File: src/hdl/mre_pkg.sv
package mre_pkg;

  // report framing characters
  localparam logic [7:0] ESC_CHAR      = 8'd27;
  localparam logic [7:0] BRACKET_CHAR  = 8'h5B;
  localparam logic [7:0] M_CHAR        = 8'h4D;

  // button byte pieces
  localparam logic [7:0] BTN_BASE      = 8'd32;
  localparam logic [7:0] MOTION_ADD    = 8'd32;
  localparam logic [7:0] WHEEL_ADD     = 8'd64;
  localparam logic [7:0] COORD_OFFSET  = 8'd33;
  localparam logic [7:0] COORD_MAX     = 8'd255;
  localparam logic [6:0] WHEEL_MASK    = 7'h18;

  // modifier pattern that suppresses reports
  localparam logic [2:0] MOD_SHIFT_ONLY = 3'b001;

  // reset values of the configuration registers
  localparam logic [7:0] WIDTH_RESET   = 8'd80;
  localparam logic [7:0] HEIGHT_RESET  = 8'd24;

  // bit positions
  localparam int BTN_LEFT    = 0;
  localparam int BTN_MIDDLE  = 1;
  localparam int BTN_RIGHT   = 2;
  localparam int BTN_WHUP    = 3;
  localparam int BTN_WHDOWN  = 4;
  localparam int MOD_SHIFT   = 0;
  localparam int MOD_CTRL    = 1;
  localparam int MOD_META    = 2;

  typedef enum logic [1:0] {
    TRACK_NONE   = 2'd0,
    TRACK_PRESS  = 2'd1,
    TRACK_BUTTON = 2'd2,
    TRACK_ANY    = 2'd3
  } track_mode_t;

  typedef enum logic [1:0] {
    CFG_TRACK_MODE    = 2'd0,
    CFG_SCREEN_WIDTH  = 2'd1,
    CFG_SCREEN_HEIGHT = 2'd2
  } cfg_index_t;

  typedef enum logic [2:0] {
    BYTE_ESC     = 3'd0,
    BYTE_BRACKET = 3'd1,
    BYTE_M       = 3'd2,
    BYTE_BUTTON  = 3'd3,
    BYTE_X       = 3'd4,
    BYTE_Y       = 3'd5
  } byte_sel_t;

  // one pending report: the three bytes that vary
  typedef struct packed {
    logic [7:0] btn_byte;
    logic [7:0] x_byte;
    logic [7:0] y_byte;
  } frame_t;

endpackage

File: src/hdl/mre_fifo.sv
module mre_fifo #(
  parameter int DEPTH = 2
) (
  input  logic            clk,
  input  logic            rst,
  input  logic            wr_en,
  input  mre_pkg::frame_t wr_data,
  input  logic            rd_en,
  output mre_pkg::frame_t rd_data,
  output logic            full,
  output logic            not_empty
);

  localparam int PTR_W = (DEPTH > 1) ? $clog2(DEPTH) : 1;
  localparam int CNT_W = $clog2(DEPTH + 1);

  mre_pkg::frame_t   entries [DEPTH];
  logic [PTR_W-1:0]  wr_ptr;
  logic [PTR_W-1:0]  rd_ptr;
  logic [CNT_W-1:0]  count;

  assign full      = (count == CNT_W'(DEPTH));
  assign not_empty = (count != '0);
  assign rd_data   = entries[rd_ptr];

  // entry storage
  always_ff @(posedge clk) begin
    if (wr_en) begin
      entries[wr_ptr] <= wr_data;
    end
  end

  // pointers and fill count
  always_ff @(posedge clk) begin
    if (rst) begin
      wr_ptr <= '0;
      rd_ptr <= '0;
      count  <= '0;
    end else begin
      if (wr_en) begin
        wr_ptr <= (wr_ptr == PTR_W'(DEPTH - 1)) ? '0 : wr_ptr + 1'b1;
      end
      if (rd_en) begin
        rd_ptr <= (rd_ptr == PTR_W'(DEPTH - 1)) ? '0 : rd_ptr + 1'b1;
      end
      if (wr_en && !rd_en) begin
        count <= count + 1'b1;
      end else if (rd_en && !wr_en) begin
        count <= count - 1'b1;
      end
    end
  end

endmodule

File: src/hdl/mre_front.sv
module mre_front (
  input  logic            clk,
  input  logic            rst,
  input  logic            accept,
  input  logic [15:0]     pos_x,
  input  logic [15:0]     pos_y,
  input  logic [6:0]      buttons,
  input  logic [2:0]      modifiers,
  input  logic            cfg_we,
  input  logic [1:0]      cfg_index,
  input  logic [7:0]      cfg_data,
  output logic            q_push,
  output mre_pkg::frame_t q_data
);

  mre_pkg::track_mode_t track_mode;
  logic [7:0]           screen_width;
  logic [7:0]           screen_height;
  logic [8:0]           prev_x;
  logic [8:0]           prev_y;
  logic [6:0]           prev_buttons;

  logic [7:0] x_clamp;
  logic [7:0] y_clamp;
  logic [8:0] x_sum;
  logic [8:0] y_sum;
  logic       moved;
  logic [6:0] change;
  logic [6:0] pressed;
  logic [6:0] released;
  logic [6:0] btn_next;
  logic [7:0] base;
  logic [7:0] btn_byte;
  logic       emit;

  // clamp position into the screen
  always_comb begin
    if (pos_x[15]) begin
      x_clamp = '0;
    end else if (pos_x > {8'd0, screen_width}) begin
      x_clamp = screen_width;
    end else begin
      x_clamp = pos_x[7:0];
    end
    if (pos_y[15]) begin
      y_clamp = '0;
    end else if (pos_y > {8'd0, screen_height}) begin
      y_clamp = screen_height;
    end else begin
      y_clamp = pos_y[7:0];
    end
  end

  // coordinate bytes saturate at the top of the byte range
  assign x_sum = {1'b0, x_clamp} + {1'b0, mre_pkg::COORD_OFFSET};
  assign y_sum = {1'b0, y_clamp} + {1'b0, mre_pkg::COORD_OFFSET};

  assign moved    = ({1'b0, x_clamp} != prev_x) || ({1'b0, y_clamp} != prev_y);
  assign change   = prev_buttons ^ buttons;
  assign pressed  = buttons & change;
  assign released = ~buttons & change;
  assign btn_next = buttons & ~mre_pkg::WHEEL_MASK;

  assign base = mre_pkg::BTN_BASE
              | {3'd0, modifiers[mre_pkg::MOD_CTRL], 4'd0}
              | {4'd0, modifiers[mre_pkg::MOD_META], 3'd0}
              | {5'd0, modifiers[mre_pkg::MOD_SHIFT], 2'd0};

  // classify the event into a button byte or nothing
  always_comb begin
    emit     = 1'b0;
    btn_byte = base;
    if (track_mode != mre_pkg::TRACK_NONE && modifiers != mre_pkg::MOD_SHIFT_ONLY) begin
      if (change != '0) begin
        emit = 1'b1;
        priority if (pressed[mre_pkg::BTN_LEFT]) begin
          btn_byte = base;
        end else if (pressed[mre_pkg::BTN_MIDDLE]) begin
          btn_byte = base + 8'd1;
        end else if (pressed[mre_pkg::BTN_RIGHT]) begin
          btn_byte = base + 8'd2;
        end else if (pressed[mre_pkg::BTN_WHUP]) begin
          btn_byte = base + mre_pkg::WHEEL_ADD;
        end else if (pressed[mre_pkg::BTN_WHDOWN]) begin
          btn_byte = base + mre_pkg::WHEEL_ADD + 8'd1;
        end else if (released != '0) begin
          btn_byte = base + 8'd3;
        end else begin
          emit = 1'b0;
        end
      end else if (moved && (track_mode == mre_pkg::TRACK_ANY ||
                             (track_mode == mre_pkg::TRACK_BUTTON && btn_next != '0))) begin
        emit = 1'b1;
        priority if (btn_next[mre_pkg::BTN_LEFT]) begin
          btn_byte = base + mre_pkg::MOTION_ADD;
        end else if (btn_next[mre_pkg::BTN_MIDDLE]) begin
          btn_byte = base + mre_pkg::MOTION_ADD + 8'd1;
        end else if (btn_next[mre_pkg::BTN_RIGHT]) begin
          btn_byte = base + mre_pkg::MOTION_ADD + 8'd2;
        end else begin
          btn_byte = base + mre_pkg::MOTION_ADD + 8'd3;
        end
      end
    end
  end

  assign q_push          = accept && emit;
  assign q_data.btn_byte = btn_byte;
  assign q_data.x_byte   = x_sum[8] ? mre_pkg::COORD_MAX : x_sum[7:0];
  assign q_data.y_byte   = y_sum[8] ? mre_pkg::COORD_MAX : y_sum[7:0];

  // configuration registers and tracked pointer state
  always_ff @(posedge clk) begin
    if (rst) begin
      track_mode    <= mre_pkg::TRACK_NONE;
      screen_width  <= mre_pkg::WIDTH_RESET;
      screen_height <= mre_pkg::HEIGHT_RESET;
      prev_x        <= '1;
      prev_y        <= '1;
      prev_buttons  <= '0;
    end else begin
      if (cfg_we) begin
        unique case (cfg_index)
          mre_pkg::CFG_TRACK_MODE:    track_mode    <= mre_pkg::track_mode_t'(cfg_data[1:0]);
          mre_pkg::CFG_SCREEN_WIDTH:  screen_width  <= cfg_data;
          mre_pkg::CFG_SCREEN_HEIGHT: screen_height <= cfg_data;
          default: ;
        endcase
      end
      if (accept) begin
        prev_x       <= {1'b0, x_clamp};
        prev_y       <= {1'b0, y_clamp};
        prev_buttons <= btn_next;
      end
    end
  end

endmodule

File: src/hdl/mre_back.sv
module mre_back (
  input  logic            clk,
  input  logic            rst,
  input  logic            q_ready,
  input  mre_pkg::frame_t q_data,
  output logic            q_pop,
  input  logic            pop,
  output logic            empty,
  output logic [7:0]      report_byte,
  output logic            last_byte
);

  mre_pkg::frame_t      frame;
  mre_pkg::byte_sel_t   sel;
  mre_pkg::byte_sel_t   sel_next;
  logic                 busy;
  logic                 done;

  assign done  = busy && pop && (sel == mre_pkg::BYTE_Y);
  assign q_pop = q_ready && (!busy || done);
  assign empty = !busy;

  // byte select for the word on the output
  always_comb begin
    last_byte   = 1'b0;
    sel_next    = sel;
    unique case (sel)
      mre_pkg::BYTE_ESC: begin
        report_byte = mre_pkg::ESC_CHAR;
        sel_next    = mre_pkg::BYTE_BRACKET;
      end
      mre_pkg::BYTE_BRACKET: begin
        report_byte = mre_pkg::BRACKET_CHAR;
        sel_next    = mre_pkg::BYTE_M;
      end
      mre_pkg::BYTE_M: begin
        report_byte = mre_pkg::M_CHAR;
        sel_next    = mre_pkg::BYTE_BUTTON;
      end
      mre_pkg::BYTE_BUTTON: begin
        report_byte = frame.btn_byte;
        sel_next    = mre_pkg::BYTE_X;
      end
      mre_pkg::BYTE_X: begin
        report_byte = frame.x_byte;
        sel_next    = mre_pkg::BYTE_Y;
      end
      mre_pkg::BYTE_Y: begin
        report_byte = frame.y_byte;
        last_byte   = 1'b1;
        sel_next    = mre_pkg::BYTE_ESC;
      end
      default: begin
        report_byte = mre_pkg::ESC_CHAR;
        sel_next    = mre_pkg::BYTE_ESC;
      end
    endcase
  end

  // frame register
  always_ff @(posedge clk) begin
    if (q_pop) begin
      frame <= q_data;
    end
  end

  // serializer control
  always_ff @(posedge clk) begin
    if (rst) begin
      busy <= 1'b0;
      sel  <= mre_pkg::BYTE_ESC;
    end else begin
      if (q_pop) begin
        busy <= 1'b1;
        sel  <= mre_pkg::BYTE_ESC;
      end else if (done) begin
        busy <= 1'b0;
        sel  <= mre_pkg::BYTE_ESC;
      end else if (busy && pop) begin
        sel  <= sel_next;
      end
    end
  end

endmodule

File: src/hdl/mouse_report_encoder_core.sv
// channel   direction  handshake                 payload
// events    in         push / full               pos_x, pos_y, buttons, modifiers
// reports   out        pop / empty               report_byte, last_byte
// config    in         cfg_valid / cfg_ready     cfg_index, cfg_data
//
// an event is classified in the cycle it is taken; one event per cycle is
// taken while the report queue (QUEUE_DEPTH frames) has room.
// each report is six words, one per cycle while pop is held, set by the
// byte serializer; when the serializer is idle, the first word shows on the
// output once its frame has passed through the queue and the frame register.
// full holds off all events, reporting or not, while the queue is full.
// synchronous reset clears the queue, the serializer and the tracked state.
module mouse_report_encoder_core #(
  parameter int QUEUE_DEPTH = 2
) (
  input  logic        clk,
  input  logic        rst,
  input  logic        push,
  output logic        full,
  input  logic [15:0] pos_x,
  input  logic [15:0] pos_y,
  input  logic [6:0]  buttons,
  input  logic [2:0]  modifiers,
  output logic        empty,
  input  logic        pop,
  output logic [7:0]  report_byte,
  output logic        last_byte,
  input  logic        cfg_valid,
  output logic        cfg_ready,
  input  logic [1:0]  cfg_index,
  input  logic [7:0]  cfg_data
);

  logic            accept;
  logic            q_push;
  logic            q_pop;
  logic            q_ready;
  mre_pkg::frame_t q_wr_data;
  mre_pkg::frame_t q_rd_data;

  assign cfg_ready = 1'b1;
  assign accept    = push && !full;

  // event classification
  mre_front u_front (
    .clk       (clk),
    .rst       (rst),
    .accept    (accept),
    .pos_x     (pos_x),
    .pos_y     (pos_y),
    .buttons   (buttons),
    .modifiers (modifiers),
    .cfg_we    (cfg_valid),
    .cfg_index (cfg_index),
    .cfg_data  (cfg_data),
    .q_push    (q_push),
    .q_data    (q_wr_data)
  );

  // pending report frames
  mre_fifo #(
    .DEPTH (QUEUE_DEPTH)
  ) u_fifo (
    .clk       (clk),
    .rst       (rst),
    .wr_en     (q_push),
    .wr_data   (q_wr_data),
    .rd_en     (q_pop),
    .rd_data   (q_rd_data),
    .full      (full),
    .not_empty (q_ready)
  );

  // report serializer
  mre_back u_back (
    .clk         (clk),
    .rst         (rst),
    .q_ready     (q_ready),
    .q_data      (q_rd_data),
    .q_pop       (q_pop),
    .pop         (pop),
    .empty       (empty),
    .report_byte (report_byte),
    .last_byte   (last_byte)
  );

endmodule

File: config.mk
export PLATFORM = sky130hd
export DESIGN_NAME = mouse_report_encoder_core
export DESIGN_NICKNAME = d
export VERILOG_FILES = /design/src/hdl/mre_pkg.sv /design/src/hdl/mre_fifo.sv /design/src/hdl/mre_front.sv /design/src/hdl/mre_back.sv /design/src/hdl/mouse_report_encoder_core.sv
export SDC_FILE = /design/constraint.sdc
export NUM_CORES = 1
export LEC_CHECK = 0
export BUFFER_PORTS_ARGS = -buffer_cell sky130_fd_sc_hd__buf_4
export CORE_MARGIN = 2
export CORE_UTILIZATION = 50
export CTS_CLUSTER_DIAMETER = 150
export CTS_CLUSTER_SIZE = 28
export DETAILED_ROUTE_END_ITERATION = 8
export HOLD_SLACK_MARGIN = 0.03
export PLACE_DENSITY = 0.67
export SLEW_MARGIN = 10
export SYNTH_ARGS = -nofsm -noshare
export SYNTH_HDL_FRONTEND = slang
export SYNTH_SLANG_ARGS = --single-unit
File: constraint.sdc
create_clock -name clk -period 5.6 [get_ports clk]
set_input_delay 0.84 -clock clk [delete_from_list [all_inputs] [get_ports clk]]
set_output_delay 0.84 -clock clk [all_outputs]
set_load 0.03 [all_outputs]
# == Yosys cells after proc, flatten, opt, wreduce, memory -nomap -nowiden ==
# Memory sizes are Yosys's and may differ from the RTL's. A register that Yosys moved wholly into a read port is not among the register bits.
# Index checks and enable logic that the tools add are counted.
# totals
mem_count,1
word_cells,116
output_inout_bits,12
mem_bits_rw,48
in_bits,57
ff_bits,49
# op_classes
n_reduce_logical,30
n_mux,38
magnitude_cmp,2
n_eq_ne,13
bitwise,6
n_addsub,15
# mem_list
memory,depth,word_bits,rd,rd_ports_with_merged_regs,write_ports,line,source
u_fifo.entries,2,24,1,1,1,mre_fifo.sv:17,mre_pkg::frame_t entries [DEPTH];
# ops
operator,n
$mux 8,18
$pmux 8 s5,1
$add 8x2->8 const B,4
$gt 16x8->1,2
$add 8x1->8 const B,3
$reduce_bool 7->1,3
$add 8x6->9 const B,2
$ne 8x9->1,2
$mux 1,16
$pmux 3 s5,1
$logic_and 1x1->1,10
$add 8x6->8 const B,1
$add 8x7->8 const B,1
$eq 2x2->1 const B,4
$or 8x3->8,1
$reduce_bool 2->1,4
$and 7x7->7,1
$not 7->7,1
$xor 7x7->7,1
$eq 3x2->1 const B,2
$eq 3x3->1 const B,2
$or 6x4->6,1
$reduce_and 2->1,3
$and 5x5->5,1
12 further kinds,19

# == Logic depth before layout (Yosys ltp) ==
# depth
word_depth,16
depth_mapped,16
mapped_depth_nobuf,16

# == Modules after synthesis ==
# A second synthesis with hierarchy kept.
# hier_totals
cells_unflattened,629
area_unflattened_um2,6535.0
# by_module_without_submodules
module,seq_area_each_um2,area_each_um2,n_inst,cells_per_inst
mre_front,800.8,3429.5,1,444
mre_fifo,1541.5,1941.9,1,97
mre_back,800.8,1138.6,1,85
mouse_report_encoder_core,0.0,25.0,1,3

# == Worst setup path after synthesis ==
# OpenSTA, ideal clock, no wires.
# synth_path
path_type,in2reg
start,input pos_x[7]
end,"memory u_fifo.entries[1][0] (netlist name), enable pin"
arrival_time_ns,4.652
cell_stages,11
required_time_ns,5.161
slack_ns,0.509
setup_ns,0.439
n_path_buf,0
cell_sequence,ha_1 -> nand4_1 -> nor2_1 -> nor2b_1 -> nor3_4 -> mux2i_1 -> or2_4 -> a221o_1 -> or4b_4 -> o21ai_0 -> a211oi_1
# synth_between
elab_chain_len,12
# synth_rtl
element,line,source
from (decl),mouse_report_encoder_core.sv:20,"input logic [15:0] pos_x,"
$gt 16x8->1,mre_front.sv:40,"end else if (pos_x > {8'd0, screen_width}) begin"
$mux 8 *,mre_front.sv:40,
$mux 8 *,mre_front.sv:38,if (pos_x[15]) begin
$ne 8x9->1 *,mre_front.sv:58,"assign moved = ({1'b0, x_clamp} != prev_x) || ({1'b0, y_clamp} != prev_y);"
$logic_or 1x1->1 *,mre_front.sv:58,
$logic_and 1x1->1 *,mre_front.sv:91,end else if (moved && (track_mode == mre_pkg::TRACK_ANY ||
$mux 1 *,mre_front.sv:91,
$mux 1 *,mre_front.sv:74,if (change != '0) begin
$mux 1 *,mre_front.sv:73,if (track_mode != mre_pkg::TRACK_NONE && modifiers != mre_pkg::MOD_SHIFT_ONLY) begin
$logic_and 1x1->1 *,mre_front.sv:107,assign q_push = accept && emit;
$mux 1 *,mre_fifo.sv:28,if (wr_en) begin
$mux 1 (not written as such) *,mre_fifo.sv:29,entries[wr_ptr] <= wr_data;
to (decl),mre_fifo.sv:17,
# Every way passes the cells marked *; elsewhere a longest branch is shown, timed or not.

# == Worst setup path after layout ==
# layout_path
start,input pos_x[6]
end,register u_fifo.count[1]
# layout_between
elab_chain_len,13
# layout_rtl
element,line,source
$gt 16x8->1,mre_front.sv:40,
$mux 8 *,mre_front.sv:40,
$mux 8 *,mre_front.sv:38,
$ne 8x9->1 *,mre_front.sv:58,
$logic_or 1x1->1 *,mre_front.sv:58,
$logic_and 1x1->1 *,mre_front.sv:91,
$mux 1 *,mre_front.sv:91,
$mux 1 *,mre_front.sv:74,
$mux 1 *,mre_front.sv:73,
$logic_and 1x1->1 *,mre_front.sv:107,
net q_push,mouse_report_encoder_core.sv:35,logic q_push;
$logic_not 1->1,mre_fifo.sv:48,end else if (rd_en && !wr_en) begin
$logic_and 1x1->1,mre_fifo.sv:48,
$reduce_bool 2->1 (no source line),--,
to (signal assigned),mre_fifo.sv:47,count <= count + 1'b1;
to (signal assigned),mre_fifo.sv:49,count <= count - 1'b1;
to (decl),mre_fifo.sv:20,logic [CNT_W-1:0] count;
# The timed path passes the listed nets; every way through them passes the cells marked *.
# A chain may end at the register's enable or synchronous reset.

==> out/results.tsv <==
metric	value	unit
Max Clk Rate	215	MHz
Compound-Gate Fraction of Synth Area	0.124	
gr usage total	0.215	
worst relative slew slack	0.255	
CP Depth	15	
P per Cell Area	346	nW/um^2
Yosys Warn Count	0	
worst vdd ir	200	uV
Worst Path Buf+Inv	1	
Synth Register Bits	117	
CTS resizes	0	
Crit path max-delay family	simple AND/OR/NAND/NOR gates	
Worst-path clk slew	0.05	ns
clk sinks	117	
Clock Latency Late Sink	0.41	ns
fraction of layout cells with a size suffix above 1	0.198	
drt first pass iters	5	
Fill cells	1020	
number of global-route vias before repair	4449	
Main synth FF type	edfxtp_1	
I/O pin count	69	
TNS Setup	0	ns
DRT Wirelength	13000	um
Crit-path slowest cell	or4b_4	
commonest cells after routing, fill and taps aside	nand2_1, buf_4, edfxtp_1	
CP startpoint kind	input port	
Inserted Clock Buffers	17	
Synth Net Count	675	
status	finished clean	
Synth async-reset ratio	0	
worst-case clock skew	0.00692	ns
post-synthesis cell type count	62	
Hold WC Path Type	flop to flop	
Hold Buf Count CTS	0	
simple-gate share of the synthesized area	0.160	
post-CTS repair timing setup buffer count	0	
max cap viols	0	
RSZ-0062 raised after global routing	false	
CP max FO	8	
DP HPWL	9430	um
mapped cell area	6030	um^2
Slew Viols, Final	0	
CTS tree	yes	
Worst setup EP type	flop	
Hold Fails Final Rpt	0	
Die X	114	um
DR vias/cell	5.55	
worst-path cell chain	buf_4 > ha_1 > nand4_1 > nor2_1 > nor2b_1 > nor3_4 > mux2i_1 > or2_4 > a221o_1 > or4b_4 > o21ai_0 > a21oi_1 > ha_1 > or3_1 > a21oi_1	
Placed Instances	786	
Root Buffer	clkbuf_16	
Synth Area in XOR/XNOR	0.0203	
WL per Instance	15.9	um
Antenna diodes	0	
fin crit period	4.66	ns
met3 routed WL	594	um
Starting Density	0.506	
PortBufs	67	
standard-cell rows	40	
EDFF count, synth	69	
Final period util	0.832	
highest routed layer	met4	
fin area	7190	um^2
syn avg cell area	10.2	um^2
clk buf depth	2	
P_leak	2.83	nW
sequential fraction of the synthesis area	0.503	
Vias	4539	
largest family of logic cells by synthesized area	simple AND/OR/NAND/NOR gates	
first-pass GRT wire length	21500	um
Setup Viol. Count Final	0	
tightest hold margin	0.474	ns
final net count	742	
GR Overflow Total	0	
Data required, critical path	5.94	ns
area grow syn2layout	19.3	%
total power	2.49	mW
DRC viols	0	
antenna violations before repair	0	
Worst-Margin Slew	1.12	ns
delay of the slowest critical-path stage	0.52	ns
die area	13000	um^2
DR WL met2	6250	um
Reg2Reg Depth	15	
mux share of post-synthesis cell area	0.0929	
area share of fa/ha/maj cells after synthesis	0.0560	
commonest non-fill, non-tap cell in the layout	nand2_1	
Detail Route Antenna Nets	0	
DIE HEIGHT	114	um
Layout Cells excl Fill	818	
critical setup path kind	input port to flop	
area post-placement	6660	um^2
Arrival @ worst endpoint	5.00	ns
iteration-0 DRC count of the detailed router	311	
hold depth	2	
core area	11900	um^2
routed length on met1	5940	um
RePlAce Congestion	0.878	
Mapped Cells	591	
largest net degree at the start of global routing	32	
htree depth	4	
## worst paths after layout
kind	slack, ns	endpoint	start
setup reg to reg	1.07	u_fifo.count[1]$_SDFFE_PP0P_	u_front.screen_width[5]$_SDFFE_PP0P_
setup / recovery	0.94	u_fifo.count[1]$_SDFFE_PP0P_	pos_x[6]
hold / removal	0.47	u_front.prev_buttons[6]$_SDFFE_PP0P_	u_front.prev_buttons[6]$_SDFFE_PP0P_
hold reg to reg	0.47	u_front.prev_buttons[6]$_SDFFE_PP0P_	u_front.prev_buttons[6]$_SDFFE_PP0P_
## flip-flops by register name, indices dropped and copies added (netlist names)
register,cells
u_back.busy,1
u_back.frame,23
u_back.sel,3
u_fifo.count,2
u_fifo.entries,46
u_fifo.rd_ptr,1
u_fifo.wr_ptr,1
u_front.prev_buttons,5
u_front.prev_x,8
u_front.prev_y,9
u_front.screen_height,8
u_front.screen_width,8
u_front.track_mode,2
## report_power, final
group          switching, mW  leakage [nW]  total, mW  internal, mW
combinational          0.207          1.55      0.370         0.163
clock                  0.364         0.259      0.980         0.616
sequential            0.0888          1.02       1.14          1.05
## cells in the mapped netlist (6+ instances only)
library cell	number	area share
nor3_1	8	0.0066
o22ai_1	7	0.0073
inv_1	44	0.027
mux2_2	24	0.045
dfxtp_1	48	0.16
xnor2_1	11	0.016
nand3_1	15	0.012
clkbuf_1	20	0.012
o211ai_1	13	0.016
nor4_1	6	0.0062
mux2i_1	29	0.048
edfxtp_1	69	0.34
o21ai_0	22	0.018
nor2_1	45	0.028
a21oi_1	34	0.028
ha_1	27	0.056
nand4_1	8	0.0083
nand2_1	75	0.047
## worst reg2reg max path, delay by kind of cell (launching register included)
family                     cells  cell delay [ns]
AOI/OAI and AO/OA              4             0.98
adders and majority gates      2             0.64
buffers and inverters          1             0.08
DFF                            1             0.33
muxes                          1             0.25
and+or+nand+nor                7             2.18
## metrics by stage
step	util	setup WS (ns)
6_report	0.604	0.940
5_1_grt	0.604	0.693
4_1_cts	0.604	0.965
3_5_place_dp	0.559	0.555
3_3_place_gp	0.559	0.743
2_1_floorplan	-	0.509
## metal layers
| layer | global-route usage | vias to the layer above |
|---|---|---|
| li1 | - | 2281 |
| met1 | 0.273 | 2115 |
| met2 | 0.352 | 122 |
| met3 | 0.0531 | 21 |
| met4 | 0.0894 | 0 |
| met5 | 0 | - |
## kinds of logic after synthesis
group	count (synthesis)
AOI/OAI and AO/OA	117
other	1
adders and majority gates	27
and+or+nand+nor	196
DFF	117
buffers and inverters	66
xor gates and xnor gates	14
muxes	53
## layout make-up
type	instances	area (um^2)	area share
clock inverters	10	85.1	0.0118
clock buffers	22	454	0.0631
inverters	44	165	0.0230
repair buffers	70	526	0.0730
flip-flops and latches	117	3030	0.422
multi-input cells	408	2750	0.382
well taps	147	184	0.0256
(Power assumes the default switching activity.)
